`src/rtl/hugs_pkg.sv`:
```
// Shared types and constants of the glyph stream block.
package hugs_pkg;

  localparam int RUN_DEPTH = 63;
  localparam int LEN_W     = $clog2(RUN_DEPTH + 1);
  localparam int ADDR_W    = (RUN_DEPTH > 1) ? $clog2(RUN_DEPTH) : 1;
  localparam int CFG_IDX_W = 2;
  localparam int CFG_DAT_W = 16;

  localparam logic [7:0]  LEAD_RST   = 8'd215;
  localparam logic [15:0] BASE_RST   = 16'd55184;
  localparam logic [7:0]  OFFSET_RST = 8'd0;

  localparam logic [7:0] CH_UP_A = 8'h41;
  localparam logic [7:0] CH_UP_Z = 8'h5A;
  localparam logic [7:0] CH_LO_A = 8'h61;
  localparam logic [7:0] CH_LO_Z = 8'h7A;
  localparam logic [7:0] CH_LF   = 8'h0A;
  localparam logic [7:0] CH_CR   = 8'h0D;

  typedef enum logic [CFG_IDX_W-1:0] {
    CFG_LEAD   = 2'd0,
    CFG_BASE   = 2'd1,
    CFG_OFFSET = 2'd2
  } cfg_idx_t;

  typedef enum logic [1:0] {
    ST_IDLE,
    ST_FL_RD,
    ST_FL_OUT,
    ST_TAIL
  } ctrl_state_t;

  typedef struct packed {
    logic accept;
    logic rd;
    logic load_flush;
    logic load_tail_now;
    logic load_tail;
  } dp_cmd_t;

  typedef struct packed {
    logic flush_go;
    logic tail_go;
    logic out_free;
    logic len_is_one;
    logic tail_pend;
  } dp_sts_t;

endpackage

```
`src/rtl/hugs_dp.sv`:
```
// Datapath: config registers, byte decode, run store and output register.
module hugs_dp import hugs_pkg::*; (
  input  logic                 clk,
  input  logic                 rst_n,
  input  logic                 cfg_we,
  input  logic [CFG_IDX_W-1:0] cfg_index,
  input  logic [CFG_DAT_W-1:0] cfg_wdata,
  input  logic [7:0]           in_text_byte,
  input  logic                 in_end_marker,
  input  logic                 out_stall,
  output logic                 out_valid,
  output logic [7:0]           out_glyph_code,
  output logic                 out_from_reversed_run,
  output logic                 out_last_of_burst,
  input  dp_cmd_t              cmd,
  output dp_sts_t              sts
);

  logic [7:0]       lead_r;
  logic [15:0]      base_r;
  logic [7:0]       offset_r;
  logic             lead_pending_r, lead_pending_nxt;
  logic [LEN_W-1:0] run_length_r, run_length_nxt;
  logic             tail_pend_r;
  logic [7:0]       tail_code_r;
  logic [7:0]       rd_data_r;
  logic             out_valid_r, out_valid_nxt;
  logic [7:0]       out_code_r;
  logic             out_rev_r;
  logic             out_last_r;

  logic [7:0]       store_mem [RUN_DEPTH];

  logic             run_active;
  logic             is_letter;
  logic             stops;
  logic [7:0]       glyph;
  logic             wr_en;
  logic [LEN_W-1:0] len_acc;
  logic             flush_go;
  logic             tail_go;
  logic [7:0]       tail_code;
  logic             pend_acc;
  logic [LEN_W-1:0] rd_idx;

  always_ff @(posedge clk) begin
    if (!rst_n) begin
      lead_r   <= LEAD_RST;
      base_r   <= BASE_RST;
      offset_r <= OFFSET_RST;
    end else if (cfg_we) begin
      unique case (cfg_idx_t'(cfg_index))
        CFG_LEAD:   lead_r   <= cfg_wdata[7:0];
        CFG_BASE:   base_r   <= cfg_wdata;
        CFG_OFFSET: offset_r <= cfg_wdata[7:0];
        default:    ;
      endcase
    end
  end

  always_comb begin
    run_active = (run_length_r != '0);
    is_letter  = ((in_text_byte >= CH_UP_A) && (in_text_byte <= CH_UP_Z)) ||
                 ((in_text_byte >= CH_LO_A) && (in_text_byte <= CH_LO_Z));
    stops      = (in_text_byte == CH_LF) || (in_text_byte == CH_CR) ||
                 (in_text_byte == lead_r);
    // only the low byte of (lead:byte - base + offset) survives
    glyph      = in_text_byte - base_r[7:0] + offset_r;
    wr_en      = 1'b0;
    len_acc    = run_length_r;
    flush_go   = 1'b0;
    tail_go    = 1'b0;
    tail_code  = in_text_byte;
    pend_acc   = 1'b0;
    if (in_end_marker) begin
      flush_go = run_active;
    end else if (lead_pending_r) begin
      tail_go   = (glyph != 8'd0);
      tail_code = glyph;
    end else if (run_active && !stops) begin
      wr_en    = 1'b1;
      len_acc  = run_length_r + LEN_W'(1);
      flush_go = (len_acc >= LEN_W'(RUN_DEPTH));
    end else begin
      flush_go = run_active;
      if (in_text_byte == lead_r) begin
        pend_acc = 1'b1;
      end else if (is_letter) begin
        wr_en    = 1'b1;
        len_acc  = LEN_W'(1);
        flush_go = (len_acc >= LEN_W'(RUN_DEPTH));
      end else begin
        tail_go = 1'b1;
      end
    end
  end

  always_comb begin
    lead_pending_nxt = lead_pending_r;
    run_length_nxt   = run_length_r;
    if (cmd.accept) begin
      lead_pending_nxt = pend_acc;
      run_length_nxt   = len_acc;
    end else if (cmd.load_flush) begin
      run_length_nxt = run_length_r - LEN_W'(1);
    end
  end

  always_ff @(posedge clk) begin
    if (!rst_n) begin
      lead_pending_r <= 1'b0;
      run_length_r   <= '0;
      tail_pend_r    <= 1'b0;
    end else begin
      lead_pending_r <= lead_pending_nxt;
      run_length_r   <= run_length_nxt;
      if (cmd.accept) begin
        tail_pend_r <= tail_go;
      end
    end
  end

  always_ff @(posedge clk) begin
    if (cmd.accept) begin
      tail_code_r <= tail_code;
    end
  end

  assign rd_idx = run_length_r - LEN_W'(1);

  always_ff @(posedge clk) begin
    if (cmd.accept && wr_en) begin
      store_mem[run_length_r[ADDR_W-1:0]] <= in_text_byte;
    end
  end

  always_ff @(posedge clk) begin
    if (cmd.rd) begin
      rd_data_r <= store_mem[rd_idx[ADDR_W-1:0]];
    end
  end

  always_comb begin
    out_valid_nxt = out_valid_r && out_stall;
    if (cmd.load_flush || cmd.load_tail_now || cmd.load_tail) begin
      out_valid_nxt = 1'b1;
    end
  end

  always_ff @(posedge clk) begin
    if (!rst_n) begin
      out_valid_r <= 1'b0;
    end else begin
      out_valid_r <= out_valid_nxt;
    end
  end

  always_ff @(posedge clk) begin
    if (cmd.load_flush) begin
      out_code_r <= rd_data_r;
      out_rev_r  <= 1'b1;
      out_last_r <= (run_length_r == LEN_W'(1)) && !tail_pend_r;
    end else if (cmd.load_tail_now) begin
      out_code_r <= tail_code;
      out_rev_r  <= 1'b0;
      out_last_r <= 1'b1;
    end else if (cmd.load_tail) begin
      out_code_r <= tail_code_r;
      out_rev_r  <= 1'b0;
      out_last_r <= 1'b1;
    end
  end

  assign sts.flush_go   = flush_go;
  assign sts.tail_go    = tail_go;
  assign sts.out_free   = !out_valid_r || !out_stall;
  assign sts.len_is_one = (run_length_r == LEN_W'(1));
  assign sts.tail_pend  = tail_pend_r;

  assign out_valid             = out_valid_r;
  assign out_glyph_code        = out_code_r;
  assign out_from_reversed_run = out_rev_r;
  assign out_last_of_burst     = out_last_r;

endmodule

```
`src/rtl/hugs_ctrl.sv`:
```
// Controller: accepts requests and sequences run flushes and output loads.
module hugs_ctrl import hugs_pkg::*; (
  input  logic    clk,
  input  logic    rst_n,
  input  logic    in_valid,
  output logic    in_stall,
  output dp_cmd_t cmd,
  input  dp_sts_t sts
);

  ctrl_state_t state_r, state_nxt;

  always_ff @(posedge clk) begin
    if (!rst_n) begin
      state_r <= ST_IDLE;
    end else begin
      state_r <= state_nxt;
    end
  end

  always_comb begin
    state_nxt = state_r;
    cmd       = '0;
    in_stall  = 1'b1;
    unique case (state_r)
      ST_IDLE: begin
        in_stall   = 1'b0;
        cmd.accept = in_valid;
        if (in_valid) begin
          if (sts.flush_go) begin
            state_nxt = ST_FL_RD;
          end else if (sts.tail_go) begin
            if (sts.out_free) begin
              cmd.load_tail_now = 1'b1;
            end else begin
              state_nxt = ST_TAIL;
            end
          end
        end
      end
      ST_FL_RD: begin
        cmd.rd    = 1'b1;
        state_nxt = ST_FL_OUT;
      end
      ST_FL_OUT: begin
        if (sts.out_free) begin
          cmd.load_flush = 1'b1;
          if (sts.len_is_one) begin
            state_nxt = sts.tail_pend ? ST_TAIL : ST_IDLE;
          end else begin
            state_nxt = ST_FL_RD;
          end
        end
      end
      ST_TAIL: begin
        if (sts.out_free) begin
          cmd.load_tail = 1'b1;
          state_nxt     = ST_IDLE;
        end
      end
      default: state_nxt = ST_IDLE;
    endcase
  end

endmodule

```
`src/rtl/hebrew_utf8_rtl_glyph_stream.sv`:
```
// Top level of the right-to-left glyph stream block.
// Input channel: one text byte or an end-of-text mark per request (in_valid/in_stall).
// Output channel: glyph codes with a reversed-run flag and a last-of-burst mark
// (out_valid/out_stall); a request gives zero to 63 results.
// Config port: cfg_we with cfg_index 0 = lead byte, 1 = code base, 2 = font offset.
// A byte that passes through or a Hebrew glyph is loaded into the output register
// on acceptance if that register is free; such requests go at one per cycle while
// the output drains. An English run is collected one byte per cycle with no output.
// A flush reads the run store and emits it reversed (read, then load, per byte) and
// holds in_stall high, waiting while the output is held, through the terminator's
// own result. End of text, a full store, or LF, CR or lead byte after a run flushes.
// The output register is loaded whenever it is empty or being taken. A request whose
// result finds it still held parks that result and stalls input until it frees.
// Reset (rst_n low, synchronous) drops any run and pending lead byte, clears the
// output valid flag and restores the config defaults; no clearing pass is needed.
// While out_stall is high a valid result holds and the controller waits to load the next.
module hebrew_utf8_rtl_glyph_stream import hugs_pkg::*; (
  input  logic                 clk,
  input  logic                 rst_n,
  input  logic                 cfg_we,
  input  logic [CFG_IDX_W-1:0] cfg_index,
  input  logic [CFG_DAT_W-1:0] cfg_wdata,
  input  logic                 in_valid,
  output logic                 in_stall,
  input  logic [7:0]           in_text_byte,
  input  logic                 in_end_marker,
  output logic                 out_valid,
  input  logic                 out_stall,
  output logic [7:0]           out_glyph_code,
  output logic                 out_from_reversed_run,
  output logic                 out_last_of_burst
);

  dp_cmd_t cmd;
  dp_sts_t sts;

  hugs_ctrl u_ctrl (
    .clk      (clk),
    .rst_n    (rst_n),
    .in_valid (in_valid),
    .in_stall (in_stall),
    .cmd      (cmd),
    .sts      (sts)
  );

  hugs_dp u_dp (
    .clk                   (clk),
    .rst_n                 (rst_n),
    .cfg_we                (cfg_we),
    .cfg_index             (cfg_index),
    .cfg_wdata             (cfg_wdata),
    .in_text_byte          (in_text_byte),
    .in_end_marker         (in_end_marker),
    .out_stall             (out_stall),
    .out_valid             (out_valid),
    .out_glyph_code        (out_glyph_code),
    .out_from_reversed_run (out_from_reversed_run),
    .out_last_of_burst     (out_last_of_burst),
    .cmd                   (cmd),
    .sts                   (sts)
  );

endmodule

```
`config.mk`:
```
export PLATFORM = sky130hd
export DESIGN_NAME = hebrew_utf8_rtl_glyph_stream
export DESIGN_NICKNAME = d
export VERILOG_FILES = /design/src/rtl/hugs_pkg.sv /design/src/rtl/hugs_dp.sv /design/src/rtl/hugs_ctrl.sv /design/src/rtl/hebrew_utf8_rtl_glyph_stream.sv
export SDC_FILE = /design/constraint.sdc
export NUM_CORES = 1
export LEC_CHECK = 0
export ABC_AREA = 1
export ABC_CLOCK_PERIOD_IN_PS = 7100
export BUFFER_PORTS_ARGS = -buffer_cell sky130_fd_sc_hd__buf_2
export CORE_ASPECT_RATIO = 0.9
export CORE_MARGIN = 5
export CORE_UTILIZATION = 35
export DETAILED_ROUTE_END_ITERATION = 10
export PLACE_DENSITY_LB_ADDON = 0.12
export SLEW_MARGIN = 15
export SYNTH_ARGS = -nofsm -noshare
export SYNTH_HDL_FRONTEND = slang
export SYNTH_SLANG_ARGS = --single-unit
```
`constraint.sdc`:
```
create_clock -name clk -period 7.1 [get_ports clk]
set_input_delay 1.065 -clock clk [delete_from_list [all_inputs] [get_ports clk]]
set_output_delay 1.065 -clock clk [all_outputs]
set_load 0.02 [all_outputs]
```
==> flow_summary.toml, run 1 <==
[layout]
num_antenna_cells = 0
fin_cells = 2871
final_area_um2 = 26400
area_growth_pct = 12.1
nNetsFinal = 2003
multiInputGateArea_um2 = 6080
fillers = 6332
drive_gt1_frac = 0.0821
final_core_utilization = 0.395
ff_latch_area_um2 = 16600

[floorplan]
core_um2 = 66800
start_util = 0.352
die_h_um = 256
dieArea_um2 = 72500
rows = 90
ios = 44
die_w_um = 283

[run]
cap_violations = 0

[global_routing]
grt_pass1_vias = 14600
grt_pass1_wl_mm = 97.4
grt_usage = 0.176
grt_overflow = 0
grt_max_degree = 177
antenna_found_initial = 2

[logic_synthesis]
postSynthCellCount = 1954
yosysUniqueCellTypes = 40
ys_async_sr_fraction = 0
yosysWarnings = 0
synth_area_leader_cell = "edfxtp_1"
synthTopCellsByCount = "529 x edfxtp_1, 368 x nor2_1, 298 x o21ai_0, 144 x nand2_1, 95 x nand3_1"
syn-cell-area_um2 = 23500
synth_flop_cell = "edfxtp_1"
synth_seq_cells = 565
syn_nets = 2005
yosysMostFrequentCell = "edfxtp_1"
synth.top_cell.area_share = 0.675
synth.area.top_cells = "edfxtp_1 68%, o21ai_0 6.3%, nor2_1 5.9%"
syn_area_per_cell_um2 = 12.0
ys_seq_area_frac = 0.706
synth_edf_count = 529

[sta]
setup_viol = 0
fin_setup_tns_ns = 0
finalCritPeriodShare = 0.568
hold_slack_ns = 0.472
period_minus_slack_ns = 4.03
max_freq_ghz = 0.248
timing.slew.headroom = 0.315
hold_viol = 0
rsz0062_at_grt = "false"
worstMarginPinSlew_ns = 1.02
clock_skew_ns = 0.0367
slew_violations = 0

[critical_path]
path_max_fanout = 25
critPathRequiredTime_ns = 7.37
cp_cell_sequence = "buf_2 -> inv_2 -> fa_1 -> inv_1 -> fa_1 -> or2_2 -> nor3_1 -> nand3_1 -> nor2_1 -> nand3_2 -> nand3_2 -> inv_2 -> nand2_2 -> nand2_1"
slowest_stage = "fa_1"
arrival_ns = 4.30
criticalPathCategory = "input pin to flop"
cp_slowest_stage_delay_ns = 0.56
r2r_start = "u_dp.run_length_r[0]$_SDFFE_PN0P_"
worstSetupStartpoint = "in_text_byte[1]"
worstSetupStartpointType = "input pin"
end_kind = "flop"

[clocking]
numCtsBuffers = 59
cts_tree = "done"
clk_pin_slew_ns = 0.06
postCtsSetupBuffers = 0
postCtsHoldBufs = 0
clock_path_buffers = 3
cts_sinks = 565
insertion_delay_ns = 0.63
cts_max_level = 2
cts_resized = 0
cts_root_buf = "clkbuf_16"

[placement]
place_congestion = 0.817
dp_hpwl_mm = 38.1
dp_cells = 2765
placed_cell_area_um2 = 24500
port_buffers = 35

[power_and_ir_drop]
leakage_nw = 8.76
cellPowerDensity_nw_per_um2 = 470
vdd_drop_max_uv = 397

[routing]
drtIter0Drc = 1351
num_vias = 15300
first_pass_iters = 9
routedWlPerCell_um = 23.0
routed_wl_mm = 66.0
ant_nets = 0
viasPerCell = 5.34
drcViolationCount = 0

[worst_hold_path]
worstHoldStart = "u_dp.out_from_reversed_run$_SDFFE_PP1P_"
hold_path.class = "flop to flop"

[run_status]
status = "complete, no violations"
==> per-layer routing <==
metal	vias to the layer above	GRT usage	part of all wire
li1	7165	-	-
met1	7619	0.262	0.47
met2	463	0.273	0.45
met3	95	0.0287	0.062
met4	0	0.0425	0.021
met5	-	0	0
==> final timing paths <==
check / endpoint / slack, ns / depth (start not counted)
worst min register to register: u_dp.out_from_reversed_run$_SDFFE_PP1P_ / 0.47 / 2
worst max-delay path: u_dp.out_glyph_code[4]$_DFFE_PP_ / 3.07 / 14
worst min-delay path: u_dp.out_from_reversed_run$_SDFFE_PP1P_ / 0.47 / 2
worst max register to register: u_dp.store_mem[2][0]$_DFFE_PP_ / 3.16 / 4
==> cell families (layout without fill, tap and decap cells) <==
| logic type | after synthesis | count (layout) | share of synthesized area |
|---|---|---|---|
| XOR/XNOR | 13 | 13 | 0.00516 |
| adder cells (fa/ha/maj) | 19 | 19 | 0.0123 |
| buffers and inverters | 213 | 256 | 0.0369 |
| flip-flops | 565 | 565 | 0.706 |
| AND/OR/NAND/NOR | 638 | 638 | 0.112 |
| AO/OA/AOI/OAI | 506 | 506 | 0.128 |
==> critical path: cells and delay by family <==
kind,cells,cell delay (ns)
adder cells (fa/ha/maj),2,1.01
AND/OR/NAND/NOR,8,1.38
buffers and inverters,4,0.81
==> power by group <==
part | switching, W | total [W] | internal [W] | leakage [nW]
Combinational | 0.00404 | 0.00545 | 0.00141 | 2.81
Sequential | 0.000102 | 0.00394 | 0.00384 | 5.06
Clock | 0.00129 | 0.00300 | 0.00171 | 0.896
Total | 0.00544 | 0.0124 | 0.00696 | 8.76
==> layout make-up <==
| cell class | count | area share |
|---|---|---|
| Clock buffer | 76 | 0.0584 |
| Timing Repair Buffer | 56 | 0.0145 |
| Tap cell | 874 | 0.0415 |
| Sequential cell | 565 | 0.630 |
| Multi-Input combinational cell | 1176 | 0.230 |
| Clock inverter | 30 | 0.0119 |
| Inverter | 94 | 0.0138 |
==> cell usage in the layout (no fill, tap or decap), drive strengths merged, types with 8 or more instances in the layout <==
master | Yosys | final
nand4 | 11 | 11
ha | 12 | 12
edfxtp | 529 | 529
a211oi | 8 | 8
o22ai | 53 | 53
nand3 | 100 | 100
nand2 | 147 | 147
clkbuf | 82 | 76
o211ai | 46 | 46
clkinv | 1 | 23
nor2 | 369 | 369
a21oi | 22 | 22
buf | 37 | 56
o21ai | 303 | 303
o221ai | 71 | 71
dfxtp | 36 | 36
inv | 93 | 94
==> stage by stage <==
stage          total power, W  setup WS, ns
4_1_cts                0.0125          3.05
2_1_floorplan         0.00724          3.44
3_3_place_gp          0.00940          2.41
3_5_place_dp          0.00945          2.41
5_1_grt                0.0131          2.89
6_report               0.0124          3.07
==> registers in the layout, indices dropped and copies added (netlist names), 2 cells and up <==
name                 flops
u_dp.lead_r              8
u_dp.offset_r            8
u_dp.rd_data_r           8
u_dp.out_glyph_code      8
u_dp.tail_code_r         8
u_dp.run_length_r        6
u_ctrl.state_r           2
u_dp.store_mem         504
u_dp.base_r              8
No activity file was read; power rests on OpenSTA's default activity.
==> run 2, diff against run 1 <==
- ABC_CLOCK_PERIOD_IN_PS: 7100 -> 4200
- clock period: 7.1 -> 4.2 ns (I/O delays scaled with it)
==> run 2 against run 1 <==
  * Via count rose by 1.3%
  * Routed wire length grew 2.3%
  * Die area did not move
  * Cell area up 2.1%
  * Sequential power rose by 68%
  * Final cell count up 2.5%
  * Critical path type is now flop to flop
  * Worst setup slack got worse by 2.3 ns
  * Clock power increased by 68%
  * Critical path depth fell by 4
==> flow_summary.toml, run 2 (synthesis gave the netlist of run 1 again) <==
[routing]
num_vias = 15500
first_pass_iters = 5
drcViolationCount = 0
ant_nets = 0
routedWlPerCell_um = 22.9
drtIter0Drc = 1378
routed_wl_mm = 67.5
viasPerCell = 5.28

[clocking]
cts_tree = "done"
postCtsHoldBufs = 0
cts_resized = 0
clock_path_buffers = 3
clk_pin_slew_ns = 0.06
postCtsSetupBuffers = 0
insertion_delay_ns = 0.65
cts_max_level = 2
cts_sinks = 565
numCtsBuffers = 60
cts_root_buf = "clkbuf_16"

[sta]
clock_skew_ns = 0.0314
rsz0062_at_grt = "false"
max_freq_ghz = 0.296
worstMarginPinSlew_ns = 0.979
setup_viol = 0
timing.slew.headroom = 0.345
hold_viol = 0
slew_violations = 0
period_minus_slack_ns = 3.38
finalCritPeriodShare = 0.805
fin_setup_tns_ns = 0

[layout]
fillers = 6347
num_antenna_cells = 0
largest_reg_flops = 504
fin_cells = 2944
drive_gt1_frac = 0.115
layout_common_cells = "529 x edfxtp_1, 368 x nor2_1, 298 x o21ai_0, 144 x nand2_1, 95 x nand3_1"
final_area_um2 = 26900
area_growth_pct = 14.5
mostFrequentLayoutCell = "edfxtp_1"
final_core_utilization = 0.403
nNetsFinal = 2076
multiInputGateArea_um2 = 6070
ff_latch_area_um2 = 16600

[floorplan]
die_h_um = 256
die_w_um = 283
start_util = 0.352
core_um2 = 66800
rows = 90
dieArea_um2 = 72500
ios = 44

[critical_path]
r2r_start = "u_dp.run_length_r[1]$_SDFFE_PN0P_"
cp.depth = 10
path_max_fanout = 18
cp_common_cell = "o21ai_0"
arrival_ns = 3.74
cp_slowest_stage_delay_ns = 0.58
end_kind = "flop"
cp_top_family = "compound AO/OA/AOI/OAI gates"
rrSetupSlack_ns = 0.82
worstSetupStartpoint = "u_dp.run_length_r[1]$_SDFFE_PN0P_"
crit_buf_inv = 3
ff2ff_path_depth = 10
slowest_stage = "dfxtp_1"
critPathRequiredTime_ns = 4.56
cp_cell_sequence = "inv_1 -> ha_4 -> clkinv_2 -> buf_4 -> o21ai_0 -> o22ai_1 -> o21ai_0 -> o21ai_1 -> o211ai_1 -> nand2_1"
criticalPathCategory = "flop to flop"
worstSetupStartpointType = "flop"

[run_status]
status = "complete, no violations"

[global_routing]
grt_pass1_wl_mm = 99.9
grt_usage = 0.181
antenna_found_initial = 6
grt_pass1_vias = 15200
grt_overflow = 0
grt_max_degree = 147

[power_and_ir_drop]
leakage_nw = 9.16
cellPowerDensity_nw_per_um2 = 780
vdd_drop_max_uv = 699
finalPower_w = 0.0210

[run]
cap_violations = 0

[worst_hold_path]
whs_path_depth = 3
worstHoldStart = "cfg_wdata[7]"
hold_path.class = "input pin to flop"

[placement]
placed_cell_area_um2 = 25100
dp_cells = 2837
place_congestion = 0.815
port_buffers = 35
dp_hpwl_mm = 39.5
[run 2: changes by cell type in the layout (fill, tap and decap cells not counted), sizes merged]
cell	previous run	this run
clkbuf	76	82
buf	56	128
bufinv	5	2
clkinvlp	2	0
[run 2: per-layer routing]
layer | GRT usage | wire length, um | up-vias | share of wire
met2 | 0.287 | 30800 | 430 | 0.46
met3 | 0.0368 | 4360 | 98 | 0.065
met5 | 0 | 0 | - | 0
li1 | - | - | 7306 | -
met4 | 0.0458 | 1490 | 0 | 0.022
met1 | 0.256 | 30800 | 7708 | 0.46
[run 2: stage by stage]
stage,hold WS [ns],setup WS [ns]
floorplan,0.435,0.977
global placement,0.458,0.338
detailed placement,0.468,0.232
CTS,0.194,0.876
global route,0.229,0.698
finish,0.232,0.819
[run 2: final cells by class]
type,count,share of cell area
clock buffers,82,0.0615
multi-input cells,1176,0.225
flip-flops and latches,565,0.617
repair buffers,128,0.0352
clock inverters,25,0.00706
inverters,94,0.0134
well taps,874,0.0406
[run 2: power breakdown]
| part | total [W] | switching [W] | internal, W |
|---|---|---|---|
| Combinational | 0.00935 | 0.00687 | 0.00247 |
| Sequential | 0.00663 | 0.000139 | 0.00649 |
| Clock | 0.00503 | 0.00217 | 0.00286 |
| Total | 0.0210 | 0.00918 | 0.0118 |
[run 2: worst paths after layout]
path / endpoint
hold / removal: u_dp.base_r[7]$_SDFFE_PN1P_
setup / recovery: u_dp.rd_data_r[2]$_DFFE_PP_
hold reg to reg: u_dp.out_from_reversed_run$_SDFFE_PP1P_
setup reg to reg: u_dp.rd_data_r[2]$_DFFE_PP_
[run 2: tightest hold or removal path, stage by stage]
cell and delay (ns):
buf_2 0.11, nand2_1 0.05, nand3_1 0.05
==> run 3, diff against run 2 <==
- ABC_AREA: 1 -> 0
- ABC_CLOCK_PERIOD_IN_PS: 4200 -> 3340
- clock period: 4.2 -> 3.34 ns (I/O delays scaled with it)
==> run 3 against run 2 <==
  * The flow now finishes with violations (negative setup slack)
  * Clock skew fell by 0.020 ns
  * Via count is 24% lower
  * Non-clock buffer count is 57 higher
  * Sequential share of layout area shrank 1.5 points
==> flow_summary.toml, run 3 <==
[global_routing]
grt_pass1_vias = 12200
grt_max_degree = 65
grt_overflow = 0
grt_pass1_wl_mm = 87.8
grt_usage = 0.169
antenna_found_initial = 9

[clocking]
numCtsBuffers = 60
cts_max_level = 2
postCtsHoldBufs = 0
cts_root_buf = "clkbuf_16"
clk_pin_slew_ns = 0.06
cts_tree = "done"
clock_path_buffers = 3
cts_sinks = 565
insertion_delay_ns = 0.62

[sta]
finalCritPeriodShare = 1.02
worstMarginPinSlew_ns = 1.02
rsz0062_at_grt = "true"
fin_ws_ns = -0.0641
timing.slew.headroom = 0.321
fin_setup_tns_ns = -0.664
max_freq_ghz = 0.294
hold_viol = 0
clock_skew_ns = 0.0119
setup_viol = 14
period_minus_slack_ns = 3.40
slew_violations = 0

[floorplan]
dieArea_um2 = 71100
ios = 44
core_um2 = 65500
rows = 89
die_h_um = 254
start_util = 0.352
die_w_um = 281

[routing]
highest_layer = "met5"
wl_met2_mm = 27.8
drcViolationCount = 0
ant_nets = 0
routed_wl_mm = 60.3
viasPerCell = 5.19
num_vias = 11900
wl_met3_mm = 3.25
first_pass_iters = 5
routedWlPerCell_um = 26.4
drtIter0Drc = 1023
met1_length_mm = 27.8

[run_status]
violations = "negative setup slack"
status = "finished, violations left"

[layout]
nNetsFinal = 1419
mostFrequentLayoutCell = "edfxtp_1"
fillers = 5788
area_growth_pct = 19.7
largest_reg_flops = 504
drive_gt1_frac = 0.342
final_core_utilization = 0.422
fin_cells = 2284
layout_common_cells = "529 x edfxtp_1, 160 x mux4_2, 131 x buf_4, 75 x nor2_1, 60 x clkbuf_16"

[placement]
dp_cells = 2163
port_buffers = 35
place_congestion = 0.808
dp_hpwl_mm = 39.9

[critical_path]
cp_slowest_stage_delay_ns = 0.50
arrival_ns = 3.77
cp_top_family = "buffers and inverters"
criticalPathCategory = "flop to flop"
cp_common_cell = "buf_4"
path_max_fanout = 3
worstSetupStartpointType = "flop"
critPathRequiredTime_ns = 3.70
crit_buf_inv = 9
slowest_stage = "fa_1"
cp_cell_sequence = "inv_1 -> fa_1 -> inv_1 -> ha_1 -> buf_4 -> nor2b_1 -> a221oi_2 -> nand3b_1 -> buf_4 -> buf_4 -> buf_4 -> buf_4 -> buf_4 -> buf_4 -> mux2_4 -> a21oi_2 -> mux2i_1"
end_kind = "flop"

[logic_synthesis]
yosysUniqueCellTypes = 61
postSynthCellCount = 1182
synth.area.top_cells = "edfxtp_1 69%, mux4_2 16%, dfxtp_1 3.1%"
syn_area_per_cell_um2 = 19.5
syn_nets = 1233
yosysMostFrequentCell = "edfxtp_1"
ys_async_sr_fraction = 0
synth_seq_cells = 565
synth_area_leader_cell = "edfxtp_1"
synthTopCellsByCount = "529 x edfxtp_1, 160 x mux4_2, 84 x nor2_1, 44 x clkbuf_1, 44 x mux2i_1"
syn-cell-area_um2 = 23100
synth_flop_cell = "edfxtp_1"
ys_seq_area_frac = 0.720
yosysWarnings = 0
synth.top_cell.area_share = 0.689
synth_edf_count = 529

[power_and_ir_drop]
leakage_nw = 9.08
finalPower_w = 0.0235
vdd_drop_max_uv = 721
cellPowerDensity_nw_per_um2 = 850

[run]
cap_violations = 0

[worst_hold_path]
hold_path.class = "input pin to flop"
run 3: cell count changes in the layout (fill, tap and decap cells not counted), sizes merged, moves of 57 or more:
cell    previous run  this run
nand2            147        36
nand3            100        17
buf              128       185
mux4               0       160
nor2             369        84
o221ai            71         1
o21ai            303         6
run 3: kinds of logic (layout without fill, tap and decap cells):
group           Yosys count  in the layout  share of synthesized area
compound gates           63             63                     0.0195
xor+xnor                 20             20                    0.00760
fa+ha+maj                19             19                     0.0126
buf+inv                  97            331                     0.0172
flops                   565            565                      0.720
mux                     212            212                      0.179
other cells               0              2                          0
simple gates            206            208                     0.0437
run 3: area by class of cell:
type	count	area, um^2	share of cell area
Multi-Input combinational cell	522	6340	0.230
Clock inverter	37	344	0.0125
Sequential cell	565	16600	0.602
Inverter	34	135	0.00489
Antenna cell	2	5.00	0.000181
Tap cell	864	1080	0.0392
Timing Repair Buffer	185	1530	0.0554
Clock buffer	75	1560	0.0564
run 3: final timing paths:
kind / from / end / slack (ns) / cells after the start
hold / removal: cfg_wdata[7] / u_dp.lead_r[7]$_SDFFE_PN1P_ / 0.14 / 3
hold reg to reg: u_dp.lead_r[4]$_SDFFE_PN1P_ / u_dp.lead_r[4]$_SDFFE_PN1P_ / 0.48 / 2
setup reg to reg: u_dp.offset_r[6]$_SDFFE_PN0P_ / u_dp.out_glyph_code[6]$_DFFE_PP_ / -0.06 / 17
setup / recovery: u_dp.offset_r[6]$_SDFFE_PN0P_ / u_dp.out_glyph_code[6]$_DFFE_PP_ / -0.06 / 17
run 3: stage by stage:
stage	hold slack [ns]	cell area [um^2]	setup slack, ns
CTS	0.100	27500	-0.117
floorplan	0.456	23200	-0.126
global placement	0.471	25500	-0.584
global route	0.138	27600	-0.191
finish	0.144	27600	-0.0641
detailed placement	0.477	25500	-0.619
run 3: metal layers:
layer / vias up / global-route usage
li1: 5194 / -
met1: 6300 / 0.249
met2: 272 / 0.262
met3: 91 / 0.0332
met4: 8 / 0.0439
met5: - / 0
run 3: worst min-delay path: stages:
cell and delay [ns]:
buf_2 0.11, nand2_1 0.05, nand3_1 0.07
run 3: repair_timing:
item	in CTS	in global routing
pin swaps	4	2
gates resized for setup	10	16
buffers inserted	5	0
endpoints found under the setup margin	20	19
cloned	2	0
run 3: power by group:
part | switching (W) | total [W] | internal (W)
logic | 0.00488 | 0.00876 | 0.00388
clock network | 0.00275 | 0.00645 | 0.00370
registers | 0.000103 | 0.00826 | 0.00816
total | 0.00774 | 0.0235 | 0.0157
